[src/rtl/core/rqps_pkg.sv]
// Shared types and constants of the R-tree quadratic seed picker.
`default_nettype none

package rqps_pkg;

	localparam int MaxEntries  = 16;
	localparam int CoordBits   = 16;
	localparam int IdxBits     = $clog2(MaxEntries);
	localparam int CntBits     = $clog2(MaxEntries + 1);
	localparam int AreaBits    = 2 * CoordBits;
	localparam int WasteBits   = AreaBits + 2;
	localparam int DeadBits    = AreaBits + 1;
	localparam int RectBits    = 4 * CoordBits;
	localparam int DrainCycles = 4;
	localparam int DrainBits   = 2;

	localparam logic [1:0] StatusOk      = 2'd0;
	localparam logic [1:0] StatusFew     = 2'd1;
	localparam logic [1:0] StatusDropped = 2'd2;

	typedef struct packed {
		logic signed [CoordBits-1:0] x_low;
		logic signed [CoordBits-1:0] y_low;
		logic signed [CoordBits-1:0] x_high;
		logic signed [CoordBits-1:0] y_high;
	} rect_t;

	typedef struct packed {
		logic               prime;
		logic [IdxBits-1:0] first;
		logic [IdxBits-1:0] second;
	} tag_t;

endpackage

`default_nettype wire

[src/rtl/core/rqps_ram.sv]
// Generic single-write, single-read RAM with registered read data.
`default_nettype none

module rqps_ram #(
	parameter int Width = 8,
	parameter int Depth = 16
) (
	input  wire logic                     clk,
	input  wire logic                     we,
	input  wire logic [$clog2(Depth)-1:0] waddr,
	input  wire logic [Width-1:0]         wdata,
	input  wire logic [$clog2(Depth)-1:0] raddr,
	output logic      [Width-1:0]         rdata
);

	logic [Width-1:0] mem_q [Depth];

	always_ff @(posedge clk) begin
		if (we) begin
			mem_q[waddr] <= wdata;
		end
		rdata <= mem_q[raddr];
	end

endmodule

`default_nettype wire

[src/rtl/core/rqps_waste.sv]
// Dead-area pipeline: extents, areas, then merged area minus both areas.
`default_nettype none

module rqps_waste (
	input  wire logic                             clk,
	input  wire logic                             arst_n,
	input  wire logic                             vld_s1,
	input  wire rqps_pkg::tag_t                   tag_s1,
	input  wire rqps_pkg::rect_t                  rect_a_s1,
	input  wire rqps_pkg::rect_t                  rect_b_s1,
	output logic                                  vld_s4,
	output rqps_pkg::tag_t                        tag_s4,
	output logic signed [rqps_pkg::WasteBits-1:0] waste_s4
);

	function automatic logic [rqps_pkg::CoordBits-1:0] extent(
		input logic signed [rqps_pkg::CoordBits-1:0] lo,
		input logic signed [rqps_pkg::CoordBits-1:0] hi
	);
		logic [rqps_pkg::CoordBits:0] d;
		d = {hi[rqps_pkg::CoordBits-1], hi} - {lo[rqps_pkg::CoordBits-1], lo};
		return (hi < lo) ? '0 : d[rqps_pkg::CoordBits-1:0];
	endfunction

	logic signed [rqps_pkg::CoordBits-1:0] mxl, myl, mxh, myh;

	logic                             vld_s2, vld_s3;
	rqps_pkg::tag_t                   tag_s2, tag_s3;
	logic [rqps_pkg::CoordBits-1:0]   emx_s2, emy_s2, eax_s2, eay_s2, ebx_s2, eby_s2;
	logic [rqps_pkg::AreaBits-1:0]    am_s3, aa_s3, ab_s3;

	always_comb begin
		mxl = (rect_a_s1.x_low < rect_b_s1.x_low) ? rect_a_s1.x_low : rect_b_s1.x_low;
		myl = (rect_a_s1.y_low < rect_b_s1.y_low) ? rect_a_s1.y_low : rect_b_s1.y_low;
		mxh = (rect_a_s1.x_high < rect_b_s1.x_high) ? rect_b_s1.x_high : rect_a_s1.x_high;
		myh = (rect_a_s1.y_high < rect_b_s1.y_high) ? rect_b_s1.y_high : rect_a_s1.y_high;
	end

	always_ff @(posedge clk or negedge arst_n) begin
		if (!arst_n) begin
			vld_s2 <= 1'b0;
			vld_s3 <= 1'b0;
			vld_s4 <= 1'b0;
		end else begin
			vld_s2 <= vld_s1;
			vld_s3 <= vld_s2;
			vld_s4 <= vld_s3;
		end
	end

	always_ff @(posedge clk) begin
		tag_s2   <= tag_s1;
		emx_s2   <= extent(mxl, mxh);
		emy_s2   <= extent(myl, myh);
		eax_s2   <= extent(rect_a_s1.x_low, rect_a_s1.x_high);
		eay_s2   <= extent(rect_a_s1.y_low, rect_a_s1.y_high);
		ebx_s2   <= extent(rect_b_s1.x_low, rect_b_s1.x_high);
		eby_s2   <= extent(rect_b_s1.y_low, rect_b_s1.y_high);

		tag_s3   <= tag_s2;
		am_s3    <= rqps_pkg::AreaBits'(emx_s2) * rqps_pkg::AreaBits'(emy_s2);
		aa_s3    <= rqps_pkg::AreaBits'(eax_s2) * rqps_pkg::AreaBits'(eay_s2);
		ab_s3    <= rqps_pkg::AreaBits'(ebx_s2) * rqps_pkg::AreaBits'(eby_s2);

		tag_s4   <= tag_s3;
		waste_s4 <= $signed({2'b00, am_s3}) - $signed({2'b00, aa_s3})
			- $signed({2'b00, ab_s3});
	end

endmodule

`default_nettype wire

[src/rtl/core/rtree_quadratic_pick_seeds_unit.sv]
// Top level of the R-tree quadratic split seed picker.
//
// Input channel: one rectangle per word (x_low, y_low, x_high, y_high,
// last_entry), taken one per cycle while the block is loading. Up to 16
// rectangles are stored; later ones are dropped and flagged in status.
// The word with last_entry set closes the node; in_stall then stays high
// until the result has been placed in the output register.
// Search: two copies of the rectangle RAM are read at i and j, one ordered
// pair per cycle, feeding a four-stage dead-area pipeline. With n stored
// rectangles the search issues n*n+1 pairs (the first is the starting pair
// (0,1)). Fewer than two entries skip the search.
// Output channel: one result word per node from an output register; a new
// node may load while that word is still stalled, but the next result waits
// until it has been taken.
// Reset clears the entry count, overflow flag, state and output valid.
`default_nettype none

module rtree_quadratic_pick_seeds_unit (
	input  wire logic                                  clk,
	input  wire logic                                  arst_n,
	input  wire logic                                  in_valid,
	output logic                                       in_stall,
	input  wire logic signed [rqps_pkg::CoordBits-1:0] x_low,
	input  wire logic signed [rqps_pkg::CoordBits-1:0] y_low,
	input  wire logic signed [rqps_pkg::CoordBits-1:0] x_high,
	input  wire logic signed [rqps_pkg::CoordBits-1:0] y_high,
	input  wire logic                                  last_entry,
	output logic                                       out_valid,
	input  wire logic                                  out_stall,
	output logic [rqps_pkg::IdxBits-1:0]               first_seed,
	output logic [rqps_pkg::IdxBits-1:0]               second_seed,
	output logic signed [rqps_pkg::DeadBits-1:0]       dead_area,
	output logic [1:0]                                 status
);

	localparam logic [1:0] StLoad   = 2'd0;
	localparam logic [1:0] StSearch = 2'd1;
	localparam logic [1:0] StDrain  = 2'd2;
	localparam logic [1:0] StFinish = 2'd3;

	logic [1:0]                     state_q;
	logic [rqps_pkg::CntBits-1:0]   cnt_q, n_new;
	logic                           ovf_q, few_q, init_q;
	logic [rqps_pkg::IdxBits-1:0]   last_idx_q, i_q, j_q, rd_a, rd_b;
	logic [rqps_pkg::DrainBits-1:0] drn_q;

	logic in_acc, store_en, issue, out_free, finish;

	rqps_pkg::rect_t                        wr_rect, rect_a_s1, rect_b_s1;
	logic                                   vld_s1, vld_s4;
	rqps_pkg::tag_t                         tag_s1, tag_s4;
	logic signed [rqps_pkg::WasteBits-1:0]  waste_s4, best_w_q;
	logic [rqps_pkg::IdxBits-1:0]           best_i_q, best_j_q;

	logic                                   out_valid_q;

	assign in_stall = (state_q != StLoad);
	assign in_acc   = in_valid && !in_stall;
	assign store_en = in_acc && (cnt_q < rqps_pkg::CntBits'(rqps_pkg::MaxEntries));
	assign n_new    = store_en ? cnt_q + rqps_pkg::CntBits'(1) : cnt_q;
	assign issue    = (state_q == StSearch);
	assign out_free = !out_valid_q || !out_stall;
	assign finish   = (state_q == StFinish) && out_free;

	assign wr_rect = '{x_low: x_low, y_low: y_low, x_high: x_high, y_high: y_high};
	assign rd_a    = init_q ? '0 : i_q;
	assign rd_b    = init_q ? rqps_pkg::IdxBits'(1) : j_q;

	// Writes happen only while loading; read data is used only while searching.
	rqps_ram #(.Width(rqps_pkg::RectBits), .Depth(rqps_pkg::MaxEntries)) u_ram_a (
		.clk   (clk),
		.we    (store_en),
		.waddr (cnt_q[rqps_pkg::IdxBits-1:0]),
		.wdata (wr_rect),
		.raddr (rd_a),
		.rdata (rect_a_s1)
	);

	rqps_ram #(.Width(rqps_pkg::RectBits), .Depth(rqps_pkg::MaxEntries)) u_ram_b (
		.clk   (clk),
		.we    (store_en),
		.waddr (cnt_q[rqps_pkg::IdxBits-1:0]),
		.wdata (wr_rect),
		.raddr (rd_b),
		.rdata (rect_b_s1)
	);

	rqps_waste u_waste (
		.clk       (clk),
		.arst_n    (arst_n),
		.vld_s1    (vld_s1),
		.tag_s1    (tag_s1),
		.rect_a_s1 (rect_a_s1),
		.rect_b_s1 (rect_b_s1),
		.vld_s4    (vld_s4),
		.tag_s4    (tag_s4),
		.waste_s4  (waste_s4)
	);

	always_ff @(posedge clk or negedge arst_n) begin
		if (!arst_n) begin
			state_q    <= StLoad;
			cnt_q      <= '0;
			ovf_q      <= 1'b0;
			few_q      <= 1'b0;
			init_q     <= 1'b0;
			last_idx_q <= '0;
			i_q        <= '0;
			j_q        <= '0;
			drn_q      <= '0;
			vld_s1     <= 1'b0;
		end else begin
			vld_s1 <= issue;
			case (state_q)
				StLoad: begin
					if (in_acc) begin
						cnt_q <= n_new;
						ovf_q <= ovf_q || !store_en;
						if (last_entry) begin
							few_q      <= (n_new < rqps_pkg::CntBits'(2));
							last_idx_q <= rqps_pkg::IdxBits'(n_new - rqps_pkg::CntBits'(1));
							init_q     <= 1'b1;
							i_q        <= '0;
							j_q        <= '0;
							state_q    <= (n_new < rqps_pkg::CntBits'(2)) ? StFinish : StSearch;
						end
					end
				end
				StSearch: begin
					if (init_q) begin
						init_q <= 1'b0;
					end else if (j_q == last_idx_q) begin
						j_q <= '0;
						if (i_q == last_idx_q) begin
							drn_q   <= '0;
							state_q <= StDrain;
						end else begin
							i_q <= i_q + rqps_pkg::IdxBits'(1);
						end
					end else begin
						j_q <= j_q + rqps_pkg::IdxBits'(1);
					end
				end
				StDrain: begin
					drn_q <= drn_q + rqps_pkg::DrainBits'(1);
					if (drn_q == rqps_pkg::DrainBits'(rqps_pkg::DrainCycles - 1)) begin
						state_q <= StFinish;
					end
				end
				StFinish: begin
					if (out_free) begin
						cnt_q   <= '0;
						ovf_q   <= 1'b0;
						state_q <= StLoad;
					end
				end
				default: begin
					state_q <= StLoad;
				end
			endcase
		end
	end

	always_ff @(posedge clk) begin
		tag_s1 <= '{prime: init_q, first: rd_a, second: rd_b};
		if (vld_s4 && (tag_s4.prime || (waste_s4 > best_w_q))) begin
			best_w_q <= waste_s4;
			best_i_q <= tag_s4.first;
			best_j_q <= tag_s4.second;
		end
	end

	always_ff @(posedge clk or negedge arst_n) begin
		if (!arst_n) begin
			out_valid_q <= 1'b0;
		end else if (finish) begin
			out_valid_q <= 1'b1;
		end else if (!out_stall) begin
			out_valid_q <= 1'b0;
		end
	end

	always_ff @(posedge clk) begin
		if (finish) begin
			if (few_q) begin
				first_seed  <= '0;
				second_seed <= rqps_pkg::IdxBits'(1);
				dead_area   <= '0;
				status      <= rqps_pkg::StatusFew;
			end else begin
				first_seed  <= best_i_q;
				second_seed <= best_j_q;
				dead_area   <= best_w_q[rqps_pkg::DeadBits-1:0];
				status      <= ovf_q ? rqps_pkg::StatusDropped : rqps_pkg::StatusOk;
			end
		end
	end

	assign out_valid = out_valid_q;

endmodule

`default_nettype wire

[config.mk]
export PLATFORM = sky130hd
export DESIGN_NAME = rtree_quadratic_pick_seeds_unit
export DESIGN_NICKNAME = d
export VERILOG_FILES = /design/src/rtl/core/rqps_pkg.sv /design/src/rtl/core/rqps_ram.sv /design/src/rtl/core/rqps_waste.sv /design/src/rtl/core/rtree_quadratic_pick_seeds_unit.sv
export SDC_FILE = /design/constraint.sdc
export NUM_CORES = 2
export LEC_CHECK = 0
export ABC_AREA = 1
export BUFFER_PORTS_ARGS = -buffer_cell sky130_fd_sc_hd__buf_4
export CAP_MARGIN = 20
export CORE_MARGIN = 4
export CORE_UTILIZATION = 35
export CTS_CLUSTER_DIAMETER = 40
export DETAILED_ROUTE_END_ITERATION = 10
export PLACE_DENSITY = 0.54
export SYNTH_ARGS = -nofsm -noshare
export SYNTH_HDL_FRONTEND = slang
export SYNTH_SLANG_ARGS = --single-unit
[constraint.sdc]
create_clock -name clk -period 14.31 [get_ports clk]
set_input_delay 2.862 -clock clk [delete_from_list [all_inputs] [get_ports clk]]
set_output_delay 2.862 -clock clk [all_outputs]
set_load 0.02 [all_outputs]
Word-level counts from Yosys, hierarchy flattened
Memories as Yosys holds them, arrays and structs flattened. A register that Yosys moved wholly into a read port is not among the register bits.
Index checks and enable logic that the tools add are counted.
- bits in writable memories: 2048
- memories kept: 2
- register bits: 376
- logic and storage cells: 155
- input port bits: 69
- add/subtract/negate cells: 13
- equal/unequal tests: 15
- mux-type cells: 43
- reduce and logical (&&, ||, !) cells: 23
- multiply operators: 3
- magnitude comparators: 13
- memory list (name ; words ; bits a word ; read ports ; clocked after Yosys merged registers in ; write ports ; RTL line ; text):
    u_ram_a.mem_q ; 16 ; 64 ; 1 ; 1 ; 1 ; rqps_ram.sv:16 ; logic [Width-1:0] mem_q [Depth];
    u_ram_b.mem_q ; 16 ; 64 ; 1 ; 1 ; 1 ; rqps_ram.sv:16 ;
- operators with widths (cell ; count):
    $lt A16 B16 Y1 ; 10
    $mul A16 B16 Y32 ; 3
    $sub A16 B16 Y16 ; 6
    $mux W16 ; 4
    $mux W4 ; 9
    $gt A34 B34 Y1 ; 1
    $sub A34 B33 Y34 ; 1
    $sub A32 B32 Y33 ; 1
    $mux W2 ; 12
    $pmux W4 S2 ; 2
    $mux W5 ; 3
    $ne A2 B2 Y1 const B ; 6
    $pmux W5 S2 ; 1
    $reduce_and A3 Y1 ; 3
    $add A4 B1 Y4 const B ; 2
    $eq A4 B4 Y1 ; 2
    $mux W1 ; 8
    $pmux W2 S4 ; 1
    $reduce_and A4 Y1 ; 2
    $reduce_bool A2 Y1 ; 4
    $reduce_and A7 Y1 ; 1
    $eq A2 B2 Y1 const B ; 3
    $ne A2 B1 Y1 const B ; 3
    $reduce_and A6 Y1 ; 1
    12 further kinds ; 21

Logic depth before layout (Yosys ltp)
- depth in word-level cells: 10
- gate-level depth with buffers: 28
- gate-level depth less buffers: 26

By module
From an unflattened synthesis, not the netlist that was laid out.
- cell total of the unflattened synthesis: 15081
- area, all modules: 140219.5 um^2
- by module, submodules not included (module ; seq. area each (um^2) ; cells an instance ; times used ; area an instance (um^2)):
    rqps_ram ; 32030.7 ; 4210 ; 2 ; 45285.9
    rqps_waste ; 5139.9 ; 6146 ; 1 ; 44153.6
    rtree_quadratic_pick_seeds_unit ; 3383.2 ; 515 ; 1 ; 5494.0

Least setup slack after synthesis
No wires, ideal clock.
- kind: input-to-reg
- start point: input in_valid
- end point: memory u_ram_b.mem_q[11][0] (netlist bit) (enable)
- setup time: 486 ps
- arrival time: 6030 ps
- stages: 6
- path slack: 7794 ps
- required time: 13824 ps
- path buffers: 0
- cells stage by stage: nand2_1 -> nor2_4 -> inv_2 -> nor2_4 -> inv_1 -> nor2_1
- word-level cells in the longest chain between the ends: 4
- ends and longest elaborated chain (element ; RTL line ; text):
    start: declaration ; rtree_quadratic_pick_seeds_unit.sv:21 ; input wire logic in_valid,
    $logic_and A1 B1 Y1 ; rtree_quadratic_pick_seeds_unit.sv:58 ; assign in_acc = in_valid && !in_stall;
    $logic_and A1 B1 Y1 ; rtree_quadratic_pick_seeds_unit.sv:59 ; assign store_en = in_acc && (cnt_q < rqps_pkg::CntBits'(rqps_pkg::MaxEntries));
    $mux W1 ; rqps_ram.sv:19 ; if (we) begin
    $mux W1 (not written as such) ; rqps_ram.sv:20 ; mem_q[waddr] <= wdata;
    end: declaration ; rqps_ram.sv:16 ;
Every way passes these cells.

Worst setup path in the final report
- start point: register u_waste.eax_s2[9] (netlist bit)
- end point: register u_waste.aa_s3[14] (netlist bit)
- word-level cells in the longest chain between the ends: 1
- ends and longest elaborated chain (element ; RTL line ; text):
    start: declaration ; rqps_waste.sv:29 ; logic [rqps_pkg::CoordBits-1:0] emx_s2, emy_s2, eax_s2, eay_s2, ebx_s2, eby_s2;
    start signal: assignment ; rqps_waste.sv:55 ; eax_s2 <= extent(rect_a_s1.x_low, rect_a_s1.x_high);
    $mul A16 B16 Y32 ; rqps_waste.sv:62 ; aa_s3 <= rqps_pkg::AreaBits'(eax_s2) * rqps_pkg::AreaBits'(eay_s2);
    end signal: assignment ; rqps_waste.sv:62 ;
    end: declaration ; rqps_waste.sv:30 ; logic [rqps_pkg::AreaBits-1:0] am_s3, aa_s3, ab_s3;
Every way passes these cells.
A chain may end at the register's enable or synchronous reset.

==> metrics.csv <==
stage,metric,value,unit
setup_path,Levels on crit path,17,
routing,1st-iter DRT viols,7798,
grt,initial antenna violation count,33,
cts,CTS max path bufs,4,
setup_path,CP startpoint kind,register,
logic_synthesis,syn_area_per_cell,8.89,sq um
timing,Final TNS setup,0,ns
logic_synthesis,top cell type's share of synthesized area,0.334,
setup_path,crit path max fanout,16,
grt,first-pass GRT wire length,506,mm
grt,aggregate global routing overflow,0,
cts,CTS Sinks,1528,
setup_path,flop-to-flop setup slack,8.33,ns
logic_synthesis,post-synthesis mux area share,0,
timing,Peak Freq,167,MHz
placed_design,Placed Cells,14516,
finish,multi-input logic area,48400,sq um
die,IO Pins,114,
finish,final std cells w/o fill,15013,
logic_synthesis,Mapped Area,99700,sq um
setup_path,"delay-heaviest family, CP",adder cells,
setup_path,critical-path cell with the highest stage delay,dfxtp_1,
logic_synthesis,register area share after synthesis,0.420,
setup_path,reg2reg end,u_waste.aa_s3[14],
grt,number of global-route vias before repair,81245,
worst_hold_path,Worst Hold Path Cells,0,
setup_path,Critical Path End,u_waste.aa_s3[14],
setup_path,CP Capture Type,register,
timing,Final Slew Violations,0,
logic_synthesis,Synth area leaders,"edfxtp_1 33%, fa_1 12%, dfxtp_1 7.8%",
cts,number of CTS-inserted buffers,272,
finish,Filler Cell Count,27572,
logic_synthesis,synth warn,0,
die,initial core utilization,0.353,
cts,clk root buf,clkbuf_16,
routing,WL/cell,22.6,microns
logic_synthesis,Post-synth EDFFs,1109,
logic_synthesis,#FFs+latches synth,1528,
outcome,status,completed,
setup_path,WP data arrival,6.68,ns
setup_path,Most common cell on crit path,fa_1,
routing,Detailed Route WL,339,mm
placed_design,Final GP Congestion,0.918,
finish,Layout area overhead,13.2,%
die,total core area,283000,sq um
grt,gr usage total,0.225,
logic_synthesis,ys flop type,edfxtp_1,
logic_synthesis,Synth Area in Compound Gates,0.157,
routing,first-pass detailed-route iteration total,6,
setup_path,FF-to-FF Start,u_waste.eax_s2[9],
run,Max Cap Viol,0,
routing,Routed Antenna Nets,0,
routing,via/cell ratio,5.33,
timing,min cycle time layout,5.98,ns
placed_design,I/O Buffers,113,
finish,Nets,12284,
die,DIE AREA,293000,sq um
setup_path,CP max stage delay,0.93,ns
setup_path,crit path from,u_waste.eax_s2[9],
die,die height,542,microns
setup_path,critical path class,reg2reg,
setup_path,Crit path buffers/inverters,4,
cts,H-tree levels,5,
finish,Storage cell area,41800,sq um
placed_design,hpwl dp,225,mm
logic_synthesis,Yosys cell types,53,
setup_path,Worst Path Required,15.01,ns
cts,CTS Hold Buffers Added,0,
routing,total number of vias,80053,
timing,RSZ-0062 raised after global routing,no,
logic_synthesis,net count after synthesis,12448,
cts,TritonCTS clock tree,done,
cts,clk_lat worst skew,0.92,ns
logic_synthesis,synthesized netlist cell count,11211,
cts,Post-CTS Repair Setup Buffers,0,
logic_synthesis,adder-cell share of the synthesized area,0.191,
grt,largest net degree at the start of global routing,181,
timing,endpoints failing setup,0,
cts,CTS resizes,0,
timing,worst-margin pin slew,1.17,ns
finish,layout cells sized above 1,0.0636,
die,Row Count,195,
logic_synthesis,xor-xnor portion of the synthesized cell area,0.0190,
logic_synthesis,post-synthesis simple-gate area fraction,0.116,
routing,DRC,0,
logic_synthesis,"FFs w/ async S/R, synth",0.0190,
timing,Relative slew margins,0.218,
logic_synthesis,main combinational cell family by area after synthesis,adder cells,
die,die width,542,microns
setup_path,crit-path cells,"nand2_1, fa_1, fa_1, fa_1, fa_1, inv_1, fa_1, inv_1, fa_1, inv_1, ha_1, nand2_1, nor2_1, inv_1, o21ai_0, a21oi_1, xnor2_1",
logic_synthesis,cell taking the most area after synthesis,edfxtp_1,
timing,Setup Skew,0.114,ns
cts,clk slew on worst S/H paths,0.05,ns
setup_path,R2R depth,17,
timing,"Hold Violations, Final",0,
worst_hold_path,Hold Crit Class,reg2reg,
timing,Final Cycle Share,0.418,
metrics by stage:
stage               setup WS, ns  hold WS, ns  area [sq um]  utilization
finish                      8.33        0.316        113000        0.399
CTS                         8.29        0.319        113000        0.399
floorplan                   7.79        0.310         99700            -
detailed placement          8.30        0.312        104000        0.366
global route                7.96        0.321        113000        0.399
global placement            8.36        0.312        104000        0.366
cell type report:
| class | count | share of cell area |
|---|---|---|
| multi-input combinational | 7204 | 0.429 |
| inverter | 1842 | 0.0617 |
| tap | 3743 | 0.0415 |
| clock inverter | 151 | 0.0167 |
| timing repair buffer | 199 | 0.0142 |
| sequential | 1528 | 0.371 |
| clock buffer | 333 | 0.0656 |
| antenna | 13 | 0.000288 |
flip-flops by register name, summed over array words and instances, names as in the netlist, 16 cells and up:
signal and count:
u_waste.waste_s4 34, u_ram_a.rdata 64, u_waste.eay_s2 16, best_w_q 34
u_waste.ebx_s2 16, u_waste.eax_s2 16, u_ram_b.mem_q 1024, u_ram_b.rdata 64
u_waste.am_s3 32, u_waste.emx_s2 16, dead_area 33, u_waste.aa_s3 32
u_waste.ab_s3 32, u_waste.emy_s2 16, u_waste.eby_s2 16
synth_stat cells (16+ instances only):
library cell  count
a21boi_0         16
buf_1            24
nand3_1         148
o21ai_0        1105
buf_2           183
nand2_1        1681
o221ai_1        128
dfrtp_1          29
o22ai_1         261
fa_1            590
a21o_1           32
o21ai_1         385
clkbuf_1        403
inv_1          1827
a21oi_1         714
dfxtp_1         390
nor3_1           39
o21bai_1         33
nand4_1          34
xor2_1          137
xnor2_1          76
edfxtp_1       1109
a31oi_1         147
ha_1            578
nor2_1          989
worst reg2reg max path: cells and delay by family (launching register included):
| family | cells | cell delay (ns) |
|---|---|---|
| flops | 1 | 0.93 |
| compound gates | 2 | 0.59 |
| simple gates | 3 | 0.49 |
| fa+ha+maj | 7 | 3.46 |
| buf+inv | 4 | 0.21 |
| xor+xnor | 1 | 0.16 |
kinds of logic (layout without fill, tap and decap cells):
kind of cell             Yosys count  in the layout
XOR/XNOR                         215            215
flip-flops                      1528           1528
AO/OA/AOI/OAI                   2865           2865
other                              0             13
adder cells (fa/ha/maj)         1168           1168
AND/OR/NAND/NOR                 2956           2956
buffers and inverters           2479           2525
worst min-delay path by stage:
stage,from,slack (ns),to
floorplan,tag_s1[0],0.31,u_waste.tag_s2[0]
global placement,u_waste.tag_s3[1],0.31,u_waste.tag_s4[1]
detailed placement,u_waste.tag_s3[0],0.31,u_waste.tag_s4[0]
CTS,tag_s1[0],0.32,u_waste.tag_s2[0]
global route,u_waste.tag_s2[8],0.32,u_waste.tag_s3[8]
finish,tag_s1[0],0.32,u_waste.tag_s2[0]
cell usage in the layout (no fill, tap or decap), types with 280 or more instances in the layout:
cell type and count:
a21oi_1 712, dfxtp_1 390, o21ai_0 1105, nand2_1 1681
nor2_1 971, inv_1 1826, fa_1 590, o21ai_1 385
ha_1 578, clkbuf_16 280, edfxtp_1 1109
metal layers:
layer / GRT usage / vias up / share of wire
li1: - / 36821 / -
met1: 0.292 / 38964 / 0.41
met2: 0.371 / 3500 / 0.47
met3: 0.0357 / 762 / 0.075
met4: 0.0978 / 6 / 0.043
met5: 0 / - / 0.00087
Power is left out: the tool's default activity adds up to more than one toggle a clock period on the data nets, which glitch-free logic cannot reach.
